===== src/rtl/core/nlbt_pkg.sv =====
// nlbt_pkg: types, constants and helper functions for the notification light timer
// used by nlbt_step and notification_led_blink_timer; no dependencies

package nlbt_pkg;

    localparam int unsigned STATIC_LIMIT_S    = 3600;
    localparam int unsigned BLINK_LIMIT_S     = 3600;
    localparam int unsigned INTERVAL_LIMIT_MS = 5000;
    localparam int unsigned MS_PER_S          = 1000;

    localparam int unsigned SEC_W  = 12;
    localparam int unsigned MS_W   = 13;
    localparam int unsigned LEFT_W = 22;
    localparam int unsigned CFG_W  = 13;
    localparam int unsigned IDX_W  = 3;

    typedef enum logic [2:0] {
        ACT_TICK       = 3'd0,
        ACT_NOTIFY_ON  = 3'd1,
        ACT_NOTIFY_OFF = 3'd2,
        ACT_SUSPEND    = 3'd3,
        ACT_RESUME     = 3'd4,
        ACT_PHASE_WR   = 3'd5
    } t_action;

    typedef enum logic [1:0] {
        CMD_LEAVE = 2'd0,
        CMD_ON    = 2'd1,
        CMD_OFF   = 2'd2
    } t_cmd;

    typedef enum logic [IDX_W-1:0] {
        REG_FEATURE_EN    = 3'd0,
        REG_STATIC_EN     = 3'd1,
        REG_STATIC_SEC    = 3'd2,
        REG_BLINK_EN      = 3'd3,
        REG_BLINK_ON_MS   = 3'd4,
        REG_BLINK_OFF_MS  = 3'd5,
        REG_BLINK_SEC     = 3'd6,
        REG_STATIC_AFTER  = 3'd7
    } t_reg_idx;

    localparam logic [SEC_W-1:0] STATIC_SEC_RST = SEC_W'(60);
    localparam logic [SEC_W-1:0] BLINK_SEC_RST  = SEC_W'(60);
    localparam logic [MS_W-1:0]  BLINK_MS_RST   = MS_W'(500);

    typedef struct packed {
        logic             feature_enable;
        logic             static_enable;
        logic [SEC_W-1:0] static_seconds;
        logic             blink_enable;
        logic [MS_W-1:0]  blink_on_ms;
        logic [MS_W-1:0]  blink_off_ms;
        logic [SEC_W-1:0] blink_seconds;
        logic             static_after_blink;
    } t_cfg;

    typedef struct packed {
        logic              ongoing;
        logic              phase_on_next;
        logic              suspended;
        logic              awake_held;
        logic              blink_running;
        logic              static_running;
        logic [MS_W-1:0]   interval_left;
        logic [LEFT_W-1:0] blink_left;
        logic [LEFT_W-1:0] static_left;
    } t_state;

    function automatic logic [LEFT_W-1:0] secs_to_ms(
        input logic [SEC_W-1:0] secs,
        input logic [SEC_W-1:0] limit
    );
        logic [SEC_W-1:0] c;
        c = (secs > limit) ? limit : secs;
        return LEFT_W'(c) * LEFT_W'(MS_PER_S);
    endfunction

    function automatic logic [MS_W-1:0] interval_of(input logic [MS_W-1:0] ms);
        logic [MS_W-1:0] v;
        v = (ms > MS_W'(INTERVAL_LIMIT_MS)) ? MS_W'(INTERVAL_LIMIT_MS) : ms;
        return (v == '0) ? MS_W'(1) : v;
    endfunction

endpackage


===== src/rtl/core/nlbt_step.sv =====
// nlbt_step: next state and light command for one item
// depends on nlbt_pkg

module nlbt_step (
    input  nlbt_pkg::t_cfg    i_cfg,
    input  nlbt_pkg::t_state  i_state,
    input  nlbt_pkg::t_action i_action,
    input  logic              i_phase_value,
    output nlbt_pkg::t_state  o_state,
    output nlbt_pkg::t_cmd    o_cmd
);
    import nlbt_pkg::*;

    t_state s;
    t_cmd   cmd;
    logic   stop;

    always_comb begin
        s    = i_state;
        cmd  = CMD_LEAVE;
        stop = 1'b0;
        unique case (i_action)
            ACT_TICK: begin
                if (s.static_running) begin
                    if (s.static_left != '0) begin
                        s.static_left = s.static_left - LEFT_W'(1);
                    end
                    if (s.static_left == '0) begin
                        stop = 1'b1;
                    end
                end
                if (!stop && s.blink_running) begin
                    if (s.blink_left != '0) begin
                        s.blink_left = s.blink_left - LEFT_W'(1);
                    end
                    if (s.interval_left != '0) begin
                        s.interval_left = s.interval_left - MS_W'(1);
                    end
                    if (s.interval_left == '0) begin
                        if (s.ongoing && s.blink_left != '0) begin
                            if (s.phase_on_next) begin
                                s.interval_left = interval_of(i_cfg.blink_on_ms);
                                s.phase_on_next = 1'b0;
                                cmd             = CMD_ON;
                            end else begin
                                s.interval_left = interval_of(i_cfg.blink_off_ms);
                                s.phase_on_next = 1'b1;
                                cmd             = CMD_OFF;
                            end
                        end else if (s.ongoing && i_cfg.static_after_blink
                                     && i_cfg.static_seconds != '0) begin
                            s.blink_running  = 1'b0;
                            s.interval_left  = '0;
                            s.blink_left     = '0;
                            s.phase_on_next  = 1'b0;
                            s.static_left    = secs_to_ms(i_cfg.static_seconds,
                                                          SEC_W'(STATIC_LIMIT_S));
                            s.static_running = 1'b1;
                            cmd              = CMD_ON;
                        end else begin
                            stop = 1'b1;
                        end
                    end
                end
            end
            ACT_NOTIFY_ON: begin
                if (i_cfg.feature_enable) begin
                    s.awake_held = 1'b1;
                    if (i_cfg.blink_enable && i_cfg.blink_seconds != '0) begin
                        s.blink_left    = secs_to_ms(i_cfg.blink_seconds,
                                                     SEC_W'(BLINK_LIMIT_S));
                        s.interval_left = interval_of(i_cfg.blink_on_ms);
                        s.blink_running = 1'b1;
                    end else if (i_cfg.static_enable && i_cfg.static_seconds != '0) begin
                        s.static_left    = secs_to_ms(i_cfg.static_seconds,
                                                      SEC_W'(STATIC_LIMIT_S));
                        s.static_running = 1'b1;
                    end
                    s.ongoing = 1'b1;
                    cmd       = CMD_ON;
                end
            end
            ACT_NOTIFY_OFF: begin
                stop = 1'b1;
            end
            ACT_SUSPEND: begin
                s.suspended = 1'b1;
            end
            ACT_RESUME: begin
                stop = s.ongoing;
            end
            ACT_PHASE_WR: begin
                if (s.ongoing) begin
                    s.phase_on_next = i_phase_value;
                    cmd             = i_phase_value ? CMD_OFF : CMD_ON;
                end
            end
            default: begin
            end
        endcase

        if (stop) begin
            s.phase_on_next  = 1'b0;
            s.ongoing        = 1'b0;
            s.blink_running  = 1'b0;
            s.static_running = 1'b0;
            s.interval_left  = '0;
            s.blink_left     = '0;
            s.static_left    = '0;
            s.awake_held     = 1'b0;
            cmd              = i_state.suspended ? CMD_OFF : CMD_LEAVE;
        end
        if (i_action == ACT_RESUME) begin
            s.suspended = 1'b0;
        end
    end

    assign o_state = s;
    assign o_cmd   = cmd;

endmodule


===== src/rtl/core/notification_led_blink_timer.sv =====
// notification_led_blink_timer: top level with config registers, input and result registers
// depends on nlbt_pkg and nlbt_step
//
// Each item (a one ms tick or an event) produces exactly one result item with the
// light command and the notification flags after that item. Items flow through an
// input register, one pass of combinational update logic against the state registers,
// and a result register, so one item is taken every clock cycle unless the output side
// stalls; the result is registered behind the input register. Throughput is limited by
// the single state update per cycle and by output stalls; o_in_stall rises only when both
// the input register and the result register hold items that the output side has not
// taken. Configuration writes take effect at the next edge and are meant for idle periods.

module notification_led_blink_timer (
    input  logic                         i_clk,
    input  logic                         i_rst_n,
    input  logic                         i_cfg_wr_en,
    input  logic [nlbt_pkg::IDX_W-1:0]   i_cfg_index,
    input  logic [nlbt_pkg::CFG_W-1:0]   i_cfg_wdata,
    input  logic                         i_in_valid,
    output logic                         o_in_stall,
    input  logic [2:0]                   i_action,
    input  logic                         i_phase_value,
    output logic                         o_out_valid,
    input  logic                         i_out_stall,
    output logic [1:0]                   o_light_command,
    output logic                         o_notify_active,
    output logic                         o_next_turns_on,
    output logic                         o_wake_hold
);
    import nlbt_pkg::*;

    t_cfg     r_cfg;
    t_state   r_state;
    t_state   n_state;
    t_cmd     n_cmd;

    logic     r_in_valid;
    t_action  r_action;
    logic     r_phase;
    logic     r_out_valid;
    t_cmd     r_cmd;
    logic     r_notify_active;
    logic     r_next_turns_on;
    logic     r_wake_hold;

    logic     advance;
    logic     take_in;

    assign advance    = r_in_valid && (!r_out_valid || !i_out_stall);
    assign o_in_stall = r_in_valid && !advance;
    assign take_in    = i_in_valid && !o_in_stall;

    always_ff @(posedge i_clk) begin
        if (!i_rst_n) begin
            r_cfg.feature_enable     <= 1'b0;
            r_cfg.static_enable      <= 1'b0;
            r_cfg.static_seconds     <= STATIC_SEC_RST;
            r_cfg.blink_enable       <= 1'b0;
            r_cfg.blink_on_ms        <= BLINK_MS_RST;
            r_cfg.blink_off_ms       <= BLINK_MS_RST;
            r_cfg.blink_seconds      <= BLINK_SEC_RST;
            r_cfg.static_after_blink <= 1'b0;
        end else if (i_cfg_wr_en) begin
            unique case (t_reg_idx'(i_cfg_index))
                REG_FEATURE_EN:   r_cfg.feature_enable     <= i_cfg_wdata[0];
                REG_STATIC_EN:    r_cfg.static_enable      <= i_cfg_wdata[0];
                REG_STATIC_SEC:   r_cfg.static_seconds     <= i_cfg_wdata[SEC_W-1:0];
                REG_BLINK_EN:     r_cfg.blink_enable       <= i_cfg_wdata[0];
                REG_BLINK_ON_MS:  r_cfg.blink_on_ms        <= i_cfg_wdata[MS_W-1:0];
                REG_BLINK_OFF_MS: r_cfg.blink_off_ms       <= i_cfg_wdata[MS_W-1:0];
                REG_BLINK_SEC:    r_cfg.blink_seconds      <= i_cfg_wdata[SEC_W-1:0];
                REG_STATIC_AFTER: r_cfg.static_after_blink <= i_cfg_wdata[0];
                default: begin
                end
            endcase
        end
    end

    // input register
    always_ff @(posedge i_clk) begin
        if (!i_rst_n) begin
            r_in_valid <= 1'b0;
        end else if (take_in) begin
            r_in_valid <= 1'b1;
        end else if (advance) begin
            r_in_valid <= 1'b0;
        end
    end

    always_ff @(posedge i_clk) begin
        if (take_in) begin
            r_action <= t_action'(i_action);
            r_phase  <= i_phase_value;
        end
    end

    nlbt_step u_step (
        .i_cfg         (r_cfg),
        .i_state       (r_state),
        .i_action      (r_action),
        .i_phase_value (r_phase),
        .o_state       (n_state),
        .o_cmd         (n_cmd)
    );

    always_ff @(posedge i_clk) begin
        if (!i_rst_n) begin
            r_state <= '0;
        end else if (advance) begin
            r_state <= n_state;
        end
    end

    // result register
    always_ff @(posedge i_clk) begin
        if (!i_rst_n) begin
            r_out_valid <= 1'b0;
        end else if (advance) begin
            r_out_valid <= 1'b1;
        end else if (!i_out_stall) begin
            r_out_valid <= 1'b0;
        end
    end

    always_ff @(posedge i_clk) begin
        if (advance) begin
            r_cmd           <= n_cmd;
            r_notify_active <= n_state.ongoing;
            r_next_turns_on <= n_state.phase_on_next;
            r_wake_hold     <= n_state.awake_held;
        end
    end

    assign o_out_valid     = r_out_valid;
    assign o_light_command = r_cmd;
    assign o_notify_active = r_notify_active;
    assign o_next_turns_on = r_next_turns_on;
    assign o_wake_hold     = r_wake_hold;

endmodule


===== config.mk =====
export PLATFORM = sky130hd
export DESIGN_NAME = notification_led_blink_timer
export DESIGN_NICKNAME = d
export VERILOG_FILES = /design/src/rtl/core/nlbt_pkg.sv /design/src/rtl/core/nlbt_step.sv /design/src/rtl/core/notification_led_blink_timer.sv
export SDC_FILE = /design/constraint.sdc
export NUM_CORES = 1
export LEC_CHECK = 0
export BUFFER_PORTS_ARGS = -buffer_cell sky130_fd_sc_hd__buf_2
export CAP_MARGIN = 0
export CELL_PAD_IN_SITES_DETAIL_PLACEMENT = 0
export CELL_PAD_IN_SITES_GLOBAL_PLACEMENT = 1
export CORE_AREA = 2 2 203 205
export DETAILED_ROUTE_END_ITERATION = 10
export DIE_AREA = 0 0 205 207
export PLACE_DENSITY = 0.63
export REMOVE_ABC_BUFFERS = 1
export SLEW_MARGIN = 15
export SYNTH_ARGS = -nofsm -noshare
export SYNTH_HDL_FRONTEND = slang
export SYNTH_SLANG_ARGS = --single-unit
export TNS_END_PERCENT = 100

===== constraint.sdc =====
create_clock -name i_clk -period 6.2 [get_ports i_clk]
set_input_delay 0.31 -clock i_clk [delete_from_list [all_inputs] [get_ports i_clk]]
set_output_delay 0.31 -clock i_clk [all_outputs]
set_load 0.05 [all_outputs]

==> flow_summary_export.csv, run 1 <==
group,metric,value,unit
cells_and_area,area_growth,10.5,%
grt,grt_max_degree,89,
synthesis,synthArstFlopShare,0,%
synthesis,synth_commonest_cells,"nand2_1, inv_1, dfxtp_1",
timing,layout_min_cycle_time,5720,ps
clocking,path_clk_slew,60,ps
clocking,postCtsSetupBuffers,0,
cells_and_area,regArea,2650,um^2
synthesis,yosysTopAreaCell,"dfxtp_1",
route,via_count,10692,
clocking,clkSinkCount,128,
timing,worst_slew_pin_slew,1000,ps
clocking,cts_max_level,4,
place,hpwlAfterDp,28000,um
worst_setup_path,path_max_fanout,5,
place,port_buffers,31,
grt,grt_first_pass_wirelength,57800,um
timing,finClkSkew,10.6,ps
timing,hold_violations,0,
floorplan,pin_count,32,
route,wl_per_cell,17.6,um
synthesis,synth_most_common_cell,"nand2_1",
clocking,hold_buffers,0,
timing,whs,38.9,ps
route,drc,0,
cells_and_area,nets,1672,
cells_and_area,drive_gt1_share,6.61,%
route,routed_wl,35700,um
clocking,clk_latency,450,ps
grt,overflow,0,
clocking,ctsRootBufferMaster,"clkbuf_16",
run_status,status,"complete, no violations",
worst_setup_path,crit_path_end_kind,"flip-flop",
synthesis,yosys-top-cells-area,"dfxtp_1, fa_1, ha_1",
clocking,cts_tree,"built",
cells_and_area,multi_input_area,8380,um^2
synthesis,synth_top_area_share,20.0,%
worst_setup_path,required,6510,ps
place,place_congestion,0.904,
pwr,ir_drop,0.174,mV
synthesis,synthCells,1497,
floorplan,die-area,42400,um^2
synthesis,yosys_register_bits,128,
timing,fin_tns_setup,0,ps
cells_and_area,finalCoreUtilization,32.6,%
synthesis,yosysWarningCount,0,
floorplan,die_height,207,um
synthesis,syn_area,11900,um^2
clocking,cts_resized,0,
cells_and_area,fill_cells,4372,
route,vias_per_cell,5.27,
synthesis,avgSynthCellArea,7.95,um^2
floorplan,die_w,205,um
grt,antenna_found_initial,0,
flow_run,cap_violations,0,
synthesis,synth_edf_count,9,
worst_setup_path,criticalPathCategory,"flip-flop to flip-flop",
synthesis,synthDistinctLibCells,83,
synthesis,ys_seq_area_share,22.3,%
clocking,clockBufferDepth,2,
synthesis,synth_top_flop_cell,"dfxtp_1",
min_path,holdCritPathClass,"input pin to flip-flop",
route,ant_nets,0,
floorplan,initial_core_util,29.5,%
timing,setup_viol_count_final,0,
grt,grt.total_usage,17.2,%
timing,max_freq,175,MHz
pwr,leakage,5.68,nW
timing,fin_crit_sh,92.2,%
timing,slew_viol_final,0,
timing,slew_headroom,32.8,%
floorplan,coreArea,40400,um^2
worst_setup_path,arrival,6020,ps
route,first_pass_iters,6,
cells_and_area,diodes,0,
route,drt_first_iter_violations,943,
floorplan,row_count,74,
clocking,numCtsBuffers,17,
grt,grt_pass1_vias,10442,
timing,rsz0062_at_grt,"false",
pwr,powerDensity,214,nW/um^2
worst_setup_path,critPathLaunchType,"flip-flop",
[cells in the final DEF (no fill, tap or decap), types with 31 or more instances in the layout]
cell and n:
a21oi_1 56, nor3_1 45, nand3_1 59, dfxtp_1 119
buf_2 31, nor2_1 73, ha_1 91, inv_1 143
nor4_1 40, nand2_1 215, o21ai_0 77, a21boi_0 34
fa_1 72
[stage by stage]
stage	std cells	instance area (um^2)	worst slack, ps	power [mW]
finish	2029	13100	485	2.81
global route	2029	13100	56.5	3.00
CTS	2029	13100	448	2.84
detailed placement	1997	12500	465	1.74
global placement	1997	12500	594	1.74
floorplan	1419	11600	862	1.51
[metal layers]
layer	up-vias	GRT usage [%]	share of wire [%]
li1	5284	-	-
met1	5100	25.6	51
met2	280	25.5	43
met3	28	2.74	5.0
met4	0	4.47	1.5
met5	-	0	0
[cell type report]
cell class	instances	area share, %
clock buffers	21	3.67
clock inverters	11	1.17
inverters	144	4.11
multi-input cells	1147	63.8
flip-flops and latches	128	20.2
well taps	532	5.06
repair buffers	46	2.04
[power breakdown]
part | leakage, nW | internal, mW | switching [mW]
Combinational | 4.32 | 0.340 | 0.513
Clock | 0.305 | 0.679 | 0.411
Sequential | 1.05 | 0.848 | 0.0210
[critical path, cell delays in order, from the launching register on]
cell	delay [ps]
dfxtp_1	310
or4_1	540
nand2_1	80
a21o_1	180
nand2_1	110
inv_1	200
fa_1	470
fa_1	520
inv_1	50
fa_1	490
inv_1	50
fa_1	450
ha_1	320
o21ai_0	100
o21bai_1	190
a31o_2	200
a41oi_1	140
a211o_1	310
o21ai_0	310
a21o_1	160
a21oi_1	70
xnor2_1	180
o221ai_1	130
[state kept, by name, indices dropped and copies added (netlist names)]
name,count
r_action,3
r_phase,1
o_next_turns_on,1
r_cfg,54
r_in_valid,1
o_out_valid,1
r_state,63
o_notify_active,1
o_wake_hold,1
o_light_command,2
[cell families after synthesis]
family / after synthesis / share of synthesized area [%]
multiplexers: 19 / 1.61
AND/OR/NAND/NOR: 576 / 24.2
AO/OA/AOI/OAI: 337 / 19.1
buffers and inverters: 222 / 7.24
adder cells (fa/ha/maj): 164 / 21.8
XOR/XNOR: 51 / 3.76
flip-flops: 128 / 22.3
[final timing paths]
| path | cells past startpoint | to | slack, ps | start |
|---|---|---|---|---|
| setup / recovery | 22 | r_state[43] | 480 | r_cfg[1] |
| hold / removal | 1 | r_action[2] | 40 | i_action[2] |
| setup reg to reg | 22 | r_state[43] | 480 | r_cfg[1] |
| hold reg to reg | 2 | r_cfg[1] | 480 | r_cfg[1] |
(Power assumes the default switching activity.)
==> inputs of run 2 (changes only) <==
- CORE_AREA: 2 2 203 205 -> 2 2 159 161
- DIE_AREA: 0 0 205 207 -> 0 0 161 163
- PLACE_DENSITY: 0.63 -> 0.91
==> flow_summary_export.csv, run 2 (synthesis gave the netlist of run 1 again) <==
group,metric,value,unit
clocking,cts_resized,0,
cells_and_area,area_growth,8.23,%
timing,layout_min_cycle_time,5730,ps
worst_setup_path,cp_num_buf_inv,4,
worst_setup_path,critPathTopFamily,"adder cells",
route,vias_per_cell,6.00,
min_path,worstHoldStart,"i_phase_value",
timing,fin_crit_sh,92.4,%
worst_setup_path,slowest_delay,570,ps
floorplan,die_height,163,um
floorplan,die_w,161,um
clocking,numCtsBuffers,17,
route,drt_first_iter_violations,960,
cells_and_area,drive_gt1_share,6.68,%
worst_setup_path,crit_slowest_cell,"fa_1",
route,ant_nets,0,
timing,hold_violations,0,
timing,worst_slew_pin_slew,948,ps
clocking,cts_max_level,4,
cells_and_area,largest_reg_flops,63,
grt,grt_pass1_vias,10266,
place,hpwlAfterDp,25300,um
clocking,cts_tree,"built",
cells_and_area,largestRegisters,"r_state x63, r_cfg x54, r_action x3",
timing,max_freq,175,MHz
pwr,p_total,2.78,mW
min_path,worstHoldEndpoint,"r_phase",
place,place_congestion,0.933,
worst_setup_path,r2r-end,"r_state[43]",
grt,grt_first_pass_wirelength,53600,um
route,routed_wl,32900,um
place,port_buffers,31,
floorplan,row_count,58,
clocking,path_clk_slew,50,ps
grt,overflow,0,
worst_setup_path,critPathLaunchType,"flip-flop",
floorplan,initial_core_util,48.2,%
clocking,hold_buffers,0,
clocking,ctsRootBufferMaster,"clkbuf_16",
worst_setup_path,r2r_start,"r_cfg[1]",
pwr,ir_drop,0.169,mV
timing,finClkSkew,10.8,ps
cells_and_area,nets,1672,
grt,antenna_found_initial,0,
worst_setup_path,r2r_cells,22,
clocking,clockBufferDepth,2,
timing,setup_viol_count_final,0,
run_status,status,"complete, no violations",
route,via_count,10969,
worst_setup_path,reg2reg_slack,470,ps
cells_and_area,mostFrequentLayoutCells,"nand2_1, inv_1, dfxtp_1",
min_path,holdCritPathClass,"input pin to flip-flop",
floorplan,coreArea,24700,um^2
floorplan,pin_count,32,
grt,grt.total_usage,25.4,%
floorplan,die-area,26200,um^2
timing,finalWorstSetupSlack,471,ps
worst_setup_path,arrival,6000,ps
timing,slew_viol_final,0,
cells_and_area,diodes,0,
pwr,powerDensity,216,nW/um^2
clocking,clkSinkCount,128,
pwr,leakage,5.67,nW
clocking,clk_latency,430,ps
timing,rsz0062_at_grt,"false",
timing,slew_headroom,36.7,%
route,first_pass_iters,5,
cells_and_area,finalCoreUtilization,52.2,%
cells_and_area,layout_commonest_cell,"nand2_1",
timing,fin_tns_setup,0,ps
place,placed_cell_area,12300,um^2
worst_setup_path,crit_path_end_kind,"flip-flop",
flow_run,cap_violations,0,
clocking,postCtsSetupBuffers,0,
grt,grt_max_degree,55,
cells_and_area,top_register,"r_state",
worst_setup_path,cp_cell_sequence,"or4_1 > nand2_1 > a21o_1 > nand2b_1 > fa_1 > inv_1 > fa_1 > inv_1 > fa_1 > inv_1 > fa_1 > inv_1 > ha_1 > a21o_1 > a31o_2 > a41oi_1 > a211o_1 > o21ai_1 > a21o_1 > a21oi_1 > xnor2_1 > o221ai_1",
cells_and_area,design_area,12900,um^2
worst_setup_path,required,6470,ps
worst_setup_path,path_max_fanout,5,
route,drc,0,
place,dp_slack,460,ps
min_path,min_path_cells,1,
route,wl_per_cell,18.0,um
worst_setup_path,criticalPathCategory,"flip-flop to flip-flop",
-- run 2: cell types whose count changed in the layout (fill, tap and decap cells not counted), sizes merged --
| cell | change |
|---|---|
| clkbuf | -1 |
| clkinv | -2 |
| inv | +3 |
-- run 2: report_power, final --
group | internal (mW) | switching [mW]
sequential | 0.848 | 0.0200
clock | 0.656 | 0.397
combinational | 0.346 | 0.508
total | 1.85 | 0.925
-- run 2: per-layer routing --
metal	part of all wire (%)	up-vias	track usage, %
li1	-	5283	-
met1	47	5213	36.2
met2	43	411	39.0
met3	7.0	62	5.53
met4	2.2	0	6.78
met5	0	-	0
-- run 2: how the worst max path moves through the flow --
stage / end / slack, ps / depth (start not counted) / from
finish: r_state[43] / 470 / 22 / r_cfg[1]
global route: r_state[43] / 80 / 22 / r_cfg[1]
CTS: r_state[43] / 430 / 22 / r_cfg[1]
detailed placement: r_state[43] / 460 / 22 / r_cfg[1]
global placement: r_state[43] / 620 / 22 / r_cfg[1]
floorplan: r_state[43] / 860 / 22 / r_cfg[1]
-- run 2: per-stage QoR --
| step | hold WS, ps | instances |
|---|---|---|
| floorplan | 382 | 1419 |
| global placement | 469 | 1795 |
| detailed placement | 470 | 1795 |
| CTS | 58.7 | 1827 |
| global route | 53.1 | 1827 |
| finish | 64.0 | 1827 |
-- run 2: area by class of cell --
type | instances | area, um^2
fillers | 2387 | 11800
multi-input cells | 1147 | 8390
flip-flops and latches | 128 | 2650
inverters | 144 | 541
clock buffers | 20 | 457
well taps | 330 | 413
repair buffers | 46 | 268
clock inverters | 12 | 156
-- run 2: worst register-to-register path: stages, from the launching register on --
cell and delay, ps:
dfxtp_1 320, or4_1 550, nand2_1 90, a21o_1 180
nand2b_1 190, fa_1 570, inv_1 50, fa_1 500
inv_1 50, fa_1 490, inv_1 50, fa_1 500
inv_1 40, ha_1 350, a21o_1 190, a31o_2 220
a41oi_1 260, a211o_1 210, o21ai_1 120, a21o_1 190
a21oi_1 170, xnor2_1 160, o221ai_1 140
